[src/sv/clp_pkg.sv]
// clp_pkg: shared types and constants of the colon command line parser
// no dependencies; imported by clp_core, colon_command_line_parser_unit, clp_checker and tb_top
package clp_pkg;

  localparam logic [7:0] NewlineChar = 8'h0A;
  localparam logic [7:0] ColonChar   = 8'h3A;
  localparam logic [7:0] ZeroChar    = 8'h30;
  localparam logic [7:0] NineChar    = 8'h39;
  localparam logic [7:0] PlusChar    = 8'h2B;
  localparam logic [7:0] MinusChar   = 8'h2D;
  localparam logic [3:0] Radix       = 4'd10;

  localparam logic [7:0] LineLimitReset = 8'd32;
  localparam int unsigned CfgAddrW      = 3;

  // register indexes of the configuration port
  localparam logic RegLineLimit = 1'b0;

  localparam logic [31:0] MagCap    = 32'h8000_0000;
  localparam logic [31:0] PosMaxVal = 32'h7FFF_FFFF;

  typedef enum logic [2:0] {
    PH_CMD,
    PH_COLON,
    PH_LEAD,
    PH_SIGN,
    PH_DIGIT,
    PH_DONE
  } clp_phase_t;

  typedef struct packed {
    logic        line_status;
    logic [7:0]  command_char;
    logic [1:0]  matched;
    logic [15:0] value_b;
    logic [31:0] value_c;
  } clp_result_t;

  function automatic logic is_space(input logic [7:0] c);
    return (c == 8'h20) || (c == 8'h09) || (c == 8'h0B) || (c == 8'h0C) || (c == 8'h0D);
  endfunction

endpackage

[src/sv/clp_core.sv]
// clp_core: line state and the one-byte update of the parser
// depends on clp_pkg
module clp_core (
  input  logic                clk,
  input  logic                rst_n,
  input  logic                step_en,
  input  logic [7:0]          rx_byte,
  input  logic [7:0]          line_limit,
  output logic                has_result,
  output clp_pkg::clp_result_t result
);
  import clp_pkg::*;

  clp_phase_t  phase_r, phase_nxt;
  logic [7:0]  byte_count_r, byte_count_nxt;
  logic [31:0] magnitude_r, magnitude_nxt;
  logic        negative_r, negative_nxt;
  logic [7:0]  cmd_byte_r, cmd_byte_nxt;
  logic [15:0] held_b_r, held_b_nxt;
  logic [1:0]  match_count_r, match_count_nxt;

  logic        is_nl, is_digit, do_end, end_to_c, do_digit;
  logic [31:0] field_val, digit_mag;
  logic [35:0] mag_x10;
  logic [8:0]  count_inc, limit9;

  // strtol-style value: negation wraps, positive side clamps
  assign field_val = negative_r ? (32'd0 - magnitude_r)
                                : (magnitude_r[31] ? PosMaxVal : magnitude_r);

  // multiply by ten as two shifts and an add, then cap
  assign mag_x10 = ({4'd0, magnitude_r} << 3) + ({4'd0, magnitude_r} << 1)
                 + {32'd0, rx_byte[3:0] - ZeroChar[3:0]};
  assign digit_mag = (mag_x10 > {4'd0, MagCap}) ? MagCap : mag_x10[31:0];

  assign is_nl    = (rx_byte == NewlineChar);
  assign is_digit = (rx_byte >= ZeroChar) && (rx_byte <= NineChar);
  assign count_inc = {1'b0, byte_count_r} + 9'd1;
  assign limit9    = (line_limit == 8'd0) ? 9'd1 : {1'b0, line_limit};

  always_comb begin
    phase_nxt       = phase_r;
    byte_count_nxt  = byte_count_r;
    magnitude_nxt   = magnitude_r;
    negative_nxt    = negative_r;
    cmd_byte_nxt    = cmd_byte_r;
    held_b_nxt      = held_b_r;
    match_count_nxt = match_count_r;
    has_result      = 1'b0;
    result          = '0;
    do_end          = 1'b0;
    end_to_c        = 1'b0;
    do_digit        = 1'b0;

    if (is_nl) begin
      has_result          = 1'b1;
      result.command_char = cmd_byte_r;
      result.matched      = (match_count_r == 2'd0) ? 2'd1 : match_count_r;
      if (match_count_r == 2'd2) begin
        result.value_b = (phase_r == PH_DONE) ? held_b_r : field_val[15:0];
      end else if (match_count_r == 2'd3) begin
        result.value_b = held_b_r;
        result.value_c = field_val;
      end
    end else begin
      unique case (phase_r)
        PH_CMD: begin
          cmd_byte_nxt    = rx_byte;
          match_count_nxt = 2'd1;
          phase_nxt       = PH_COLON;
        end
        PH_COLON: begin
          if (rx_byte == ColonChar) begin
            match_count_nxt = 2'd2;
            magnitude_nxt   = '0;
            negative_nxt    = 1'b0;
            phase_nxt       = PH_LEAD;
          end else begin
            phase_nxt = PH_DONE;
          end
        end
        PH_LEAD: begin
          // empty b field: colon straight after the first colon
          if (match_count_r == 2'd2 && byte_count_r == 8'd2 && rx_byte == ColonChar) begin
            do_end   = 1'b1;
            end_to_c = 1'b1;
          end else if (is_space(rx_byte)) begin
            phase_nxt = PH_LEAD;
          end else if (rx_byte == PlusChar || rx_byte == MinusChar) begin
            negative_nxt = (rx_byte == MinusChar);
            phase_nxt    = PH_SIGN;
          end else if (is_digit) begin
            do_digit = 1'b1;
          end else begin
            do_end = 1'b1;
          end
        end
        PH_SIGN: begin
          if (is_digit) do_digit = 1'b1;
          else          do_end   = 1'b1;
        end
        PH_DIGIT: begin
          if (is_digit) begin
            do_digit = 1'b1;
          end else begin
            do_end   = 1'b1;
            end_to_c = (rx_byte == ColonChar);
          end
        end
        default: begin
          phase_nxt = phase_r;
        end
      endcase

      if (do_digit) begin
        magnitude_nxt = digit_mag;
        phase_nxt     = PH_DIGIT;
      end

      if (do_end) begin
        phase_nxt = PH_DONE;
        if (match_count_r == 2'd2) begin
          held_b_nxt = field_val[15:0];
          if (end_to_c) begin
            match_count_nxt = 2'd3;
            magnitude_nxt   = '0;
            negative_nxt    = 1'b0;
            phase_nxt       = PH_LEAD;
          end
        end
      end

      byte_count_nxt = count_inc[7:0];
      if (count_inc >= limit9) begin
        has_result         = 1'b1;
        result.line_status = 1'b1;
      end
    end

    // a result of either kind starts a fresh line
    if (has_result) begin
      phase_nxt       = PH_CMD;
      byte_count_nxt  = '0;
      magnitude_nxt   = '0;
      negative_nxt    = 1'b0;
      cmd_byte_nxt    = '0;
      held_b_nxt      = '0;
      match_count_nxt = '0;
    end
  end

  always_ff @(posedge clk) begin
    if (!rst_n) begin
      phase_r       <= PH_CMD;
      byte_count_r  <= '0;
      magnitude_r   <= '0;
      negative_r    <= 1'b0;
      cmd_byte_r    <= '0;
      held_b_r      <= '0;
      match_count_r <= '0;
    end else if (step_en) begin
      phase_r       <= phase_nxt;
      byte_count_r  <= byte_count_nxt;
      magnitude_r   <= magnitude_nxt;
      negative_r    <= negative_nxt;
      cmd_byte_r    <= cmd_byte_nxt;
      held_b_r      <= held_b_nxt;
      match_count_r <= match_count_nxt;
    end
  end

endmodule

[src/sv/colon_command_line_parser_unit.sv]
// colon_command_line_parser_unit: top level with input register, result register and apb port
// depends on clp_pkg and clp_core
//
// usage
// - input channel: one received byte per word on in_rx_byte (in_valid / in_ready)
// - result channel: one word per finished line or per overflow (out_valid / out_ready)
//   carrying line_status, command_char, matched, value_b and value_c
// - apb port: register 0 at byte address 0 is line_limit (8 bits, reset 32),
//   pready is always high, writes only while the block is idle
// throughput: one byte per cycle, less when out_ready holds a result back; set by the
//   combinational parser update between the input register and the result register
// path: the newline or the limit-reaching byte is taken into the input register, and the
//   parser's result is loaded into the result register, raising out_valid, when that register is free
// reset: synchronous active-low rst_n empties both registers, returns the parser
//   to the start of a line and restores line_limit to 32
// stall: while a result waits on out_ready, bytes that give no result keep moving;
//   a byte that would give a second result holds in the input register, and
//   in_ready drops only once that register is also held
module colon_command_line_parser_unit (
  input  logic                       clk,
  input  logic                       rst_n,
  // byte input
  input  logic                       in_valid,
  output logic                       in_ready,
  input  logic [7:0]                 in_rx_byte,
  // result output
  output logic                       out_valid,
  input  logic                       out_ready,
  output logic                       out_line_status,
  output logic [7:0]                 out_command_char,
  output logic [1:0]                 out_matched,
  output logic signed [15:0]         out_value_b,
  output logic signed [31:0]         out_value_c,
  // configuration
  input  logic                       cfg_psel,
  input  logic                       cfg_penable,
  input  logic                       cfg_pwrite,
  input  logic [clp_pkg::CfgAddrW-1:0] cfg_paddr,
  input  logic [31:0]                cfg_pwdata,
  output logic [31:0]                cfg_prdata,
  output logic                       cfg_pready
);
  import clp_pkg::*;

  logic        s1_valid_r;
  logic [7:0]  s1_byte_r;
  logic        s1_adv, out_free, has_result;
  logic        out_valid_r;
  clp_result_t out_r, core_result;
  logic [7:0]  line_limit_r;
  logic        cfg_wr;

  // apb: register index sits above the word offset
  assign cfg_pready = 1'b1;
  assign cfg_wr     = cfg_psel && cfg_penable && cfg_pwrite;
  assign cfg_prdata = (cfg_paddr[2] == RegLineLimit) ? {24'd0, line_limit_r} : 32'd0;

  always_ff @(posedge clk) begin
    if (!rst_n) begin
      line_limit_r <= LineLimitReset;
    end else if (cfg_wr && cfg_paddr[2] == RegLineLimit) begin
      line_limit_r <= cfg_pwdata[7:0];
    end
  end

  // result register is free when empty or being drained this cycle
  assign out_free = !out_valid_r || out_ready;
  // a byte with no result never needs the result register
  assign s1_adv   = s1_valid_r && (!has_result || out_free);
  assign in_ready = !s1_valid_r || s1_adv;

  // input register
  always_ff @(posedge clk) begin
    if (!rst_n) begin
      s1_valid_r <= 1'b0;
    end else if (in_ready) begin
      s1_valid_r <= in_valid;
    end
  end

  always_ff @(posedge clk) begin
    if (in_valid && in_ready) begin
      s1_byte_r <= in_rx_byte;
    end
  end

  clp_core u_core (
    .clk        (clk),
    .rst_n      (rst_n),
    .step_en    (s1_adv),
    .rx_byte    (s1_byte_r),
    .line_limit (line_limit_r),
    .has_result (has_result),
    .result     (core_result)
  );

  // result register
  always_ff @(posedge clk) begin
    if (!rst_n) begin
      out_valid_r <= 1'b0;
    end else if (s1_adv && has_result) begin
      out_valid_r <= 1'b1;
    end else if (out_ready) begin
      out_valid_r <= 1'b0;
    end
  end

  always_ff @(posedge clk) begin
    if (s1_adv && has_result) begin
      out_r <= core_result;
    end
  end

  assign out_valid        = out_valid_r;
  assign out_line_status  = out_r.line_status;
  assign out_command_char = out_r.command_char;
  assign out_matched      = out_r.matched;
  assign out_value_b      = out_r.value_b;
  assign out_value_c      = out_r.value_c;

endmodule

[config.mk]
export PLATFORM = sky130hd
export DESIGN_NAME = colon_command_line_parser_unit
export DESIGN_NICKNAME = d
export VERILOG_FILES = /design/src/sv/clp_pkg.sv /design/src/sv/clp_core.sv /design/src/sv/colon_command_line_parser_unit.sv
export SDC_FILE = /design/constraint.sdc
export NUM_CORES = 1
export LEC_CHECK = 0
export BUFFER_PORTS_ARGS = -buffer_cell sky130_fd_sc_hd__buf_2
export CAP_MARGIN = 30
export CORE_MARGIN = 2
export CORE_UTILIZATION = 50
export DETAILED_ROUTE_END_ITERATION = 12
export PLACE_DENSITY_LB_ADDON = 0.2
export SYNTH_ARGS = -nofsm -noshare
export SYNTH_HDL_FRONTEND = slang
export SYNTH_HIERARCHICAL = 1
export SYNTH_SLANG_ARGS = --single-unit
[constraint.sdc]
create_clock -name clk -period 5.7 [get_ports clk]
set_clock_uncertainty 0.1 [all_clocks]
set_input_delay 0.855 -clock clk [delete_from_list [all_inputs] [get_ports clk]]
set_output_delay 0.855 -clock clk [all_outputs]
set_load 0.03 [all_outputs]
**Yosys cells after proc, flatten, opt, wreduce, memory -nomap -nowiden**

Index checks and enable logic that the tools add are counted.

- Output and inout bits: 94
- Word-level logic and storage cells: 157
- Bits of input ports: 50
- Bits in registers: 147

- Reductions and logical operators: 35
- Mux-type cells: 74
- Bitwise logic cells: 3
- Magnitude comparators: 4
- Add/sub/neg operators: 4
- Equal/unequal tests: 20

Operators by type and width:

| operator | count |
|---|---|
| 2-to-1 mux 32 bit | 10 |
| 2-to-1 mux 16 bit | 6 |
| 2-to-1 mux 8 bit | 7 |
| 2-to-1 mux 48 bit | 1 |
| equality test 8 x 4 -> 1 bit, second input constant | 5 |
| adder 35 x 33 -> 36 bit | 1 |
| adder 36 x 4 -> 36 bit | 1 |
| greater-than comparator 36 x 32 -> 1 bit, second input constant | 1 |
| equality test 8 x 6 -> 1 bit, second input constant | 4 |
| subtractor 1 x 32 -> 32 bit, first input constant | 1 |
| 2-to-1 mux 31 bit | 1 |
| 2-to-1 mux 3 bit | 10 |
| 2-to-1 mux 1 bit | 27 |
| 2-to-1 mux 2 bit | 6 |
| adder 8 x 1 -> 9 bit, second input constant | 1 |
| greater-or-equal comparator 9 bit | 1 |
| logical AND 1 bit | 9 |
| one-hot mux 3 bit (3 select lines) | 1 |
| equality test 8 x 2 -> 1 bit, second input constant | 1 |
| greater-or-equal comparator 8 x 6 -> 1 bit, second input constant | 1 |
| less-or-equal comparator 8 x 6 -> 1 bit, second input constant | 1 |
| logical NOT 8 bit | 1 |
| logical OR 1 bit | 8 |
| one-hot mux 1 bit (2 select lines) | 4 |
| other kinds (20) | 31 |

**Depth between registers and ports, before layout**

Gate-level depths: netlist of the first run.

- Depth in word-level cells: 15
- Depth in mapped cells: 18
- Depth with buffers taken out: 16

**By module**

The synthesis of the first run kept the hierarchy.

Modules (own cells, without submodules):

| module | seq. area each (µm²) | area each (µm²) | instances | cells each |
|---|---|---|---|---|
| clp_core | 1401.3 | 6662.6 | 1 | 874 |
| colon_command_line_parser_unit | 2212.1 | 2715.1 | 1 | 150 |

**Least setup slack after synthesis of the first run**

Ideal clock, no wire load.

- Path type: flip-flop to flip-flop
- From: register u_core.byte_count_r[2]
- To: register out_r, in the netlist out_command_char[0], enable pin
- Arrival: 4644 ps
- Setup time: 476 ps
- Path buffers: 2
- Stages on the path, launching flop included: 13
- Slack: 480 ps
- Data required time: 5124 ps
- Period minus slack after synthesis: 5220 ps
- Path through: dfxtp_1 clkbuf_1 nand3_1 nor2_1 nand3_1 xnor2_1 ha_1 and3_1 a211oi_1 nand2b_1 clkbuf_1 nand2_1 nor2_1

- Word-level cells in the longest chain between the ends: 8

Ends and longest elaborated chain:

| item | RTL line | text |
|---|---|---|
| start: declaration | clp_core.sv:15 | `logic [7:0] byte_count_r, byte_count_nxt;` |
| start signal: assignment | clp_core.sv:163 | `byte_count_r <= byte_count_nxt;` |
| adder 8 x 1 -> 9 bit (*) | clp_core.sv:38 | `assign count_inc = {1'b0, byte_count_r} + 9'd1;` |
| greater-or-equal comparator 9 bit (*) | clp_core.sv:134 | `if (count_inc >= limit9) begin` |
| 2-to-1 mux 1 bit (*) | clp_core.sv:134 |  |
| 2-to-1 mux 1 bit (*) | clp_core.sv:55 | `if (is_nl) begin` |
| net has_result | colon_command_line_parser_unit.sv:47 | `logic s1_adv, out_free, has_result;` |
| logical NOT 1 bit | colon_command_line_parser_unit.sv:69 | `assign s1_adv = s1_valid_r && (!has_result \|\| out_free);` |
| logical OR 1 bit | colon_command_line_parser_unit.sv:69 |  |
| logical AND 1 bit | colon_command_line_parser_unit.sv:69 |  |
| logical AND 1 bit (*) | colon_command_line_parser_unit.sv:109 | `if (s1_adv && has_result) begin` |
| end signal: assignment | colon_command_line_parser_unit.sv:110 | `out_r <= core_result;` |
| end: declaration | colon_command_line_parser_unit.sv:49 | `clp_result_t out_r, core_result;` |

The timed path passes the listed nets; every way through them passes the cells marked *.
A chain may end at the register's enable or synchronous reset.

**Final worst setup path of the first run**

- From: register u_core.byte_count_r[2]
- To: register u_core.magnitude_r[14]

RTL lines:

| item | RTL line | text |
|---|---|---|
| adder 8 x 1 -> 9 bit | clp_core.sv:38 |  |
| greater-or-equal comparator 9 bit | clp_core.sv:134 |  |
| 2-to-1 mux 1 bit | clp_core.sv:134 |  |
| 2-to-1 mux 1 bit | clp_core.sv:55 |  |
| net has_result | colon_command_line_parser_unit.sv:47 |  |
| logical NOT 1 bit | colon_command_line_parser_unit.sv:69 |  |
| logical OR 1 bit | colon_command_line_parser_unit.sv:69 |  |
| logical AND 1 bit | colon_command_line_parser_unit.sv:69 |  |
| net s1_adv | colon_command_line_parser_unit.sv:47 |  |
| AND reduction 2 bit (no line) | -- |  |
| end signal: assignment | clp_core.sv:164 | `magnitude_r <= magnitude_nxt;` |
| end: declaration | clp_core.sv:16 | `logic [31:0] magnitude_r, magnitude_nxt;` |

The timed path passes the listed nets, and every way through them passes these cells. The select of a mux whose other input is x is not followed.

==> results of run 1 <==
layer usage:
metal	wire length, um	vias to the layer above	GRT usage
li1	-	3827	-
met2	9830	202	0.347
met5	0	-	0
met1	10100	3580	0.296
met4	308	0	0.0763
met3	949	23	0.0367
state kept, by name, indices dropped and copies added, names as in the netlist, 2 cells and up:
signal and flops:
u_core/byte_count_r 8, s1_byte_r 8, u_core/match_count_r 2, u_core/phase_r 3, u_core/cmd_byte_r 8, out_value_b 16, u_core/magnitude_r 32, out_command_char 8
out_value_c 32, line_limit_r 8, u_core/held_b_r 16, out_matched 2
worst register-to-register path, stage by stage, from the launching register on:
cell,delay (ps)
dfxtp_1,470
nand3_1,210
nor2_1,280
nand3_1,130
xnor2_1,230
ha_1,280
and3_1,180
a211oi_1,400
nand2b_1,100
buf_4,200
a21boi_0,240
nand3b_1,270
nor2_1,410
nand2_1,190
nor2_1,330
buf_4,260
a32o_1,190
worst min path at each step:
stage | start | endpoint | cells past startpoint
finish | line_limit_r[2]$_SDFFE_PN0P_ | line_limit_r[2]$_SDFFE_PN0P_ | 2
global route | line_limit_r[1]$_SDFFE_PN0P_ | line_limit_r[1]$_SDFFE_PN0P_ | 2
CTS | line_limit_r[2]$_SDFFE_PN0P_ | line_limit_r[2]$_SDFFE_PN0P_ | 2
detailed placement | line_limit_r[2]$_SDFFE_PN0P_ | line_limit_r[2]$_SDFFE_PN0P_ | 2
global placement | line_limit_r[3]$_SDFFE_PN0P_ | line_limit_r[3]$_SDFFE_PN0P_ | 2
floorplan | line_limit_r[1]$_SDFFE_PN0P_ | line_limit_r[1]$_SDFFE_PN0P_ | 2
cell families after synthesis:
kind of cell             after synthesis
buffers and inverters                107
XOR/XNOR                              62
flip-flops                           147
adder cells (fa/ha/maj)               77
other                                  2
AND/OR/NAND/NOR                      357
multiplexers                          11
AO/OA/AOI/OAI                        261
power by group through the flow:
| stage | sequential (mW) | clock [mW] | combinational (mW) |
|---|---|---|---|
| finish | 1.12 | 1.07 | 0.108 |
| global route | 1.12 | 1.14 | 0.118 |
| CTS | 1.12 | 1.09 | 0.108 |
| detailed placement | 1.14 | 0 | 0.108 |
| global placement | 1.14 | 0 | 0.104 |
| floorplan | 1.14 | 0 | 0.0932 |
synthesized netlist by cell type, types with 5 or more instances:
master     instances  area [um^2]
and2_1            31          194
xor2_1            24          210
and2b_2            8         70.1
clkbuf_1          37          139
or3_1             11         68.8
o22ai_1           10         62.6
a21oi_1           64          320
dfxtp_1           80         1600
a21o_1            10         75.1
nor4_1             7         43.8
inv_1             36          135
nand3_1           12         60.1
a22o_1            18          158
nor2b_1           24          150
ha_1              75          938
nand2b_1          11         68.8
o21a_1             5         37.5
edfxtp_1          67         2010
o21ai_0           44          220
a31oi_1            5         31.3
nor2_1           121          454
xnor2_1           38          333
a211oi_1          18          135
o2bb2ai_1         16          140
a32o_1            13          130
a22oi_1           16          120
nand2_1           73          274
a21boi_0           6         45.0
nor3_1            21          105
nand4_1            9         56.3
buf_4             26          195
mux2i_1           11          110
per-stage QoR:
stage	hold WS, ps	cells	power (mW)
2_1_floorplan	344	1047	1.23
3_3_place_gp	361	1315	1.24
3_5_place_dp	367	1317	1.25
4_1_cts	376	1349	2.31
5_1_grt	406	1349	2.37
6_report	372	1349	2.29
layout make-up:
type,count,area [um^2]
clock buffers,21,470
clock inverters,11,90.1
fillers,1689,8030
inverters,37,139
multi-input cells,793,5350
flip-flops and latches,147,3610
well taps,234,293
repair buffers,106,593
==> metrics.md, run 1 <==
| Metric | Value |
|---|---|
| Switching Fraction | `0.241` |
| Die Area | `approximately 20,000 um^2` |
| Internal power | `1.74 mW` |
| Comb pwr share | `0.047` |
| Lkg Pwr | `4.61 nW` |
| Share of layout cells above drive strength 1 | `0.150` |
| Worst Path Buf+Inv | `2` |
| Depth of the most critical reg-to-reg path | `16` |
| Peak VDD IR | `between 0.2 and 0.25 mV` |
| Max-cap violations | `0` |
| Sequential group share of total power | `0.488` |
| Crit share post-route | `0.795` |
| Critical Path RT | `5950 ps` |
| Drt pass-1 iters | `5` |
| Die Span X | `roughly 140 um` |
| Post-layout minimum cycle time | `between 4000 and 5000 ps` |
| Clock Power Share | `0.465` |
| Post-Synth XOR/XNOR Area | `0.0579` |
| CP Capture Type | `register` |
| CP peak stage delay | `470 ps` |
| CP Depth | `16` |
| Critical R2R Launch | `u_core/byte_count_r[2]$_SDFFE_PN0P_` |
| Largest net degree at the start of global routing | `61` |
| Avg Vias per Cell | `5.66` |
| Synth warn | `6` |
| Cells after Synth | `about 1.0k` |
| Complex-gate fraction of the synthesized area | `0.191` |
| Mux share of post-synthesis cell area | `0.0117` |
| Port bufs | `92` |
| Mean Syn Cell Area | `9.16 um^2` |
| PnR worst setup slack | `about 1200 ps` |
| Final Hold Fails | `0` |
| GRT Residual Overflow | `0` |
| Placer Congestion | `0.890` |
| Crit-path cells | `nand3_1, nor2_1, nand3_1, xnor2_1, ha_1, and3_1, a211oi_1, nand2b_1, buf_4, a21boi_0, nand3b_1, nor2_1, nand2_1, nor2_1, buf_4, a32o_1` |
| Root Driver | `clkbuf_16` |
| Hold-fix buffers, CTS | `0` |
| Final net count | `1,229` |
| Hold WC Path Type | `reg -> reg` |
| Total CTS buffers | `17` |
| Critical setup path kind | `reg -> reg` |
| Vias in the first global route | `around 7k` |
| Synth cell types | `74` |
| RSZ-0062 raised after global routing | `no` |
| Clock Path Buffers | `2` |
| CP delay by family, top | `simple AND/OR/NAND/NOR gates` |
| Commonest cells after routing, fill and taps aside | `nor2_1, buf_2, dfxtp_1` |
| Post-DRT Antenna Nets | `0` |
| Diodes inserted | `0` |
| Status | `finished clean` |
| Clk_lat worst skew | `430 ps` |
| Most frequently used flop master after synthesis | `dfxtp_1` |
| Dpl cell area | `9990 um^2` |
| Initial antenna violation count | `0` |
| Worst slew pin tran | `928 ps` |
| Total number of vias | `7,632` |
| H-tree depth | `4` |
| Most common cell after layout, fill and taps aside | `nor2_1` |
| Worst-path clk slew | `~60 ps` |
| Core Util, Final | `0.568` |
| Pre-CTS setup slack | `1200 ps` |
| Worst Setup EP | `u_core/magnitude_r[14]$_SDFFE_PN0P_` |
| Async S/R FF share, synth | `0` |
| Post-Synth Adder-Cell Area | `0.104` |
| Row cnt | `50` |
| Initial Util | `0.505` |
| Crit-path max FO | `15` |
| Reg2Reg Setup Slack | `1170 ps` |
| Post-CTS Repair Setup Buffers | `0` |
| Top-Level Pins | `144` |
| DRC errors left | `0` |
| Post-route cell area | `between 10,000 and 15,000 um^2` |
| Pwr Density | `217 nW/um^2` |
| GRT Total Usage | `0.216` |
| CTS tree | `built` |
| Fmax | `0.221 GHz` |
| Arrival time at the worst endpoint | `4780 ps` |
| Sw power | `0.552 mW` |
| Main combinational cell family by area after synthesis | `simple AND/OR/NAND/NOR gates` |
| Slowest cell on crit path | `dfxtp_1` |
| Relative slew slack | `0.380` |
| Synth Register Bits | `147` |
| Post-DP HPWL | `approximately 15 mm` |
| Setup crit start kind | `register` |
| WL final | `between 20 and 25 mm` |
| Global-route wire length before repair | `34.8 mm` |
| Simple-gate share of the synthesized area | `0.194` |
| Chip height | `141 um` |
| Post-synth EDFFs | `67` |
| Area growth syn-to-layout | `12.5%` |
| Floorplan core area | `18,600 um^2` |
| Detailed router's first-iteration violation count | `414` |
| Max-slew violation count | `0` |
| Sequential fraction of the synthesis area | `0.385` |
| Reg-to-reg endpoint | `u_core/magnitude_r[14]$_SDFFE_PN0P_` |
| Setup crit start | `u_core/byte_count_r[2]$_SDFFE_PN0P_` |
| Area of the mapped netlist | `9380 um^2` |
| Crit-path most repeated cell | `nor2_1` |
| Endpoints failing setup | `0` |
| Routed length per placed instance | `15.7 um` |
| Setup_tns | `0 ps` |
| CTS sink count | `147` |
| Cts repair resizes | `0` |
Note: power is estimated with default switching activity, not from simulation.
==> run 2, diff against run 1 <==
==> constraint.sdc (replaced) <==
create_clock -name clk -period 4.1 [get_ports clk]
set_clock_uncertainty 0.1 [all_clocks]
set_input_delay 0.615 -clock clk [delete_from_list [all_inputs] [get_ports clk]]
set_output_delay 0.615 -clock clk [all_outputs]
set_load 0.03 [all_outputs]
==> metrics.md, run 2 (synthesis results as in run 1) <==
| Metric | Value |
|---|---|
| Initial antenna violation count | `0` |
| Pwr Density | `297 nW/um^2` |
| Cts repair resizes | `1` |
| Arrival time at the worst endpoint | `4180 ps` |
| Sw power | `0.797 mW` |
| CP Capture Type | `register` |
| Vias in the first global route | `7,158` |
| Worst Path Buf+Inv | `2` |
| Layout Cells excl Fill | `1,373` |
| Comb pwr share | `0.050` |
| Critical setup path kind | `reg -> reg` |
| Critical Path RT | `4370 ps` |
| CP peak stage delay | `510 ps` |
| Crit share post-route | `0.952` |
| Crit-path max FO | `18` |
| Floorplan core area | `18,600 um^2` |
| Cells after DPL | `1,341` |
| Peak VDD IR | `0.294 mV` |
| Diodes inserted | `0` |
| Final Hold Fails | `0` |
| Placer Congestion | `0.904` |
| Hold WC Path Type | `in -> reg` |
| Root Driver | `clkbuf_16` |
| Max-slew violation count | `0` |
| Pre-CTS setup slack | `-4.25 ps` |
| WL final | `21.5 mm` |
| Post-layout minimum cycle time | `slightly below 4000 ps` |
| Hold-fix buffers, CTS | `0` |
| Commonest cells after routing, fill and taps aside | `nor2_1, buf_2, dfxtp_1` |
| Post-CTS Repair Setup Buffers | `0` |
| Setup crit start kind | `register` |
| Top-Level Pins | `about 140` |
| Routed length per placed instance | `roughly 16 um` |
| Max-cap violations | `0` |
| Initial Util | `0.505` |
| Crit-path cells | `inv_1, fa_1, fa_1, nor2b_1, o31ai_2, a211oi_2, o211ai_1, a21o_1, a211oi_2, o2111ai_1, nor4_4, buf_12, a22o_1` |
| Area growth syn-to-layout | `14.8%` |
| Largest net degree at the start of global routing | `60` |
| Worst-path clk slew | `70 ps` |
| CTS tree | `built` |
| Clk_lat worst skew | `roughly 430 ps` |
| GRT Total Usage | `0.220` |
| Internal power | `2.40 mW` |
| Chip height | `141 um` |
| Clock Path Buffers | `2` |
| Relative slew slack | `0.375` |
| Most common cell after layout, fill and taps aside | `nor2_1` |
| Lkg Pwr | `4.75 nW` |
| Final net count | `1,253` |
| Clock Power Share | `0.465` |
| Global-route wire length before repair | `35.4 mm` |
| CTS sink count | `147` |
| Drt pass-1 iters | `5` |
| Total CTS buffers | `17` |
| Post-DRT Antenna Nets | `0` |
| GRT Residual Overflow | `0` |
| Switching Fraction | `0.249` |
| CP delay by family, top | `compound AO/OA/AOI/OAI gates` |
| H-tree depth | `4` |
| Status | `finished clean` |
| Post-DP HPWL | `around 16 mm` |
| Setup_tns | `0 ps` |
| Avg Vias per Cell | `around 5.6` |
| Die Span X | `141 um` |
| Share of layout cells above drive strength 1 | `0.172` |
| Fmax | `around 0.26 GHz` |
| Slowest cell on crit path | `fa_1` |
| Detailed router's first-iteration violation count | `462` |
| Sequential group share of total power | `0.485` |
| Row cnt | `50` |
| Port bufs | `92` |
| Die Area | `19,900 um^2` |
| DRC errors left | `0` |
| Fill cells | `approximately 1.7k` |
| Endpoints failing setup | `0` |
| PnR worst setup slack | `195 ps` |
| Total number of vias | `7,668` |
| Worst slew pin tran | `936 ps` |
==> run 2: changes by cell type in the layout (fill, tap and decap cells not counted), moves of 2 or more <==
cell / change
clkinvlp_4: -4
buf_4: +22
clkinv_2: +2
inv_8: +3
inv_4: +2
buf_12: +3
clkbuf_8: -2
==> run 2: metal layers <==
| layer | global-route usage | up-vias | part of all wire |
|---|---|---|---|
| li1 | - | 3880 | - |
| met1 | 0.301 | 3556 | 0.48 |
| met2 | 0.356 | 193 | 0.46 |
| met3 | 0.0370 | 39 | 0.042 |
| met4 | 0.0721 | 0 | 0.020 |
| met5 | 0 | - | 0 |
==> run 2: per-stage QoR <==
stage	utilization	power, mW	instance area, um^2	hold slack (ps)
final	0.580	3.20	10800	262
after global routing	0.580	3.30	10800	240
after CTS	0.579	3.22	10800	243
after detailed placement	0.548	1.74	10200	367
after global placement	0.547	1.74	10200	358
after floorplan	-	1.71	9470	344
==> run 2: power by group through the flow <==
stage,clock (mW),combinational [mW],sequential (mW)
after floorplan,0,0.130,1.58
after global placement,0,0.154,1.58
after detailed placement,0,0.159,1.58
after CTS,1.51,0.160,1.55
after global routing,1.58,0.174,1.55
final,1.49,0.160,1.55
==> run 2: area by class of cell <==
class	instances	area, um^2	area share
Timing Repair Buffer	130	791	0.0734
Clock buffer	18	439	0.0408
Tap cell	234	293	0.0272
Sequential cell	147	3610	0.336
Multi-Input combinational cell	793	5380	0.499
Inverter	37	139	0.0129
Clock inverter	14	116	0.0108
==> run 2: path summary, 6_finish.rpt <==
check	from	endpoint	slack (ps)	cells after the start
setup / recovery	u_core/magnitude_r[0]$_SDFFE_PN0P_	u_core/magnitude_r[28]$_SDFFE_PN0P_	200	13
hold / removal	in_rx_byte[4]	s1_byte_r[4]$_DFFE_PP_	260	1
setup reg to reg	u_core/magnitude_r[0]$_SDFFE_PN0P_	u_core/magnitude_r[28]$_SDFFE_PN0P_	200	13
hold reg to reg	line_limit_r[0]$_SDFFE_PN0P_	line_limit_r[0]$_SDFFE_PN0P_	370	2
==> run 2: worst reg2reg max path, stage by stage (launching register included) <==
cell and delay (ps):
dfxtp_1 400, inv_1 110, fa_1 510, fa_1 470, nor2b_1 210, o31ai_2 120, a211oi_2 240, o211ai_1 200
a21o_1 240, a211oi_2 250, o2111ai_1 250, nor4_4 380, buf_12 210, a22o_1 150
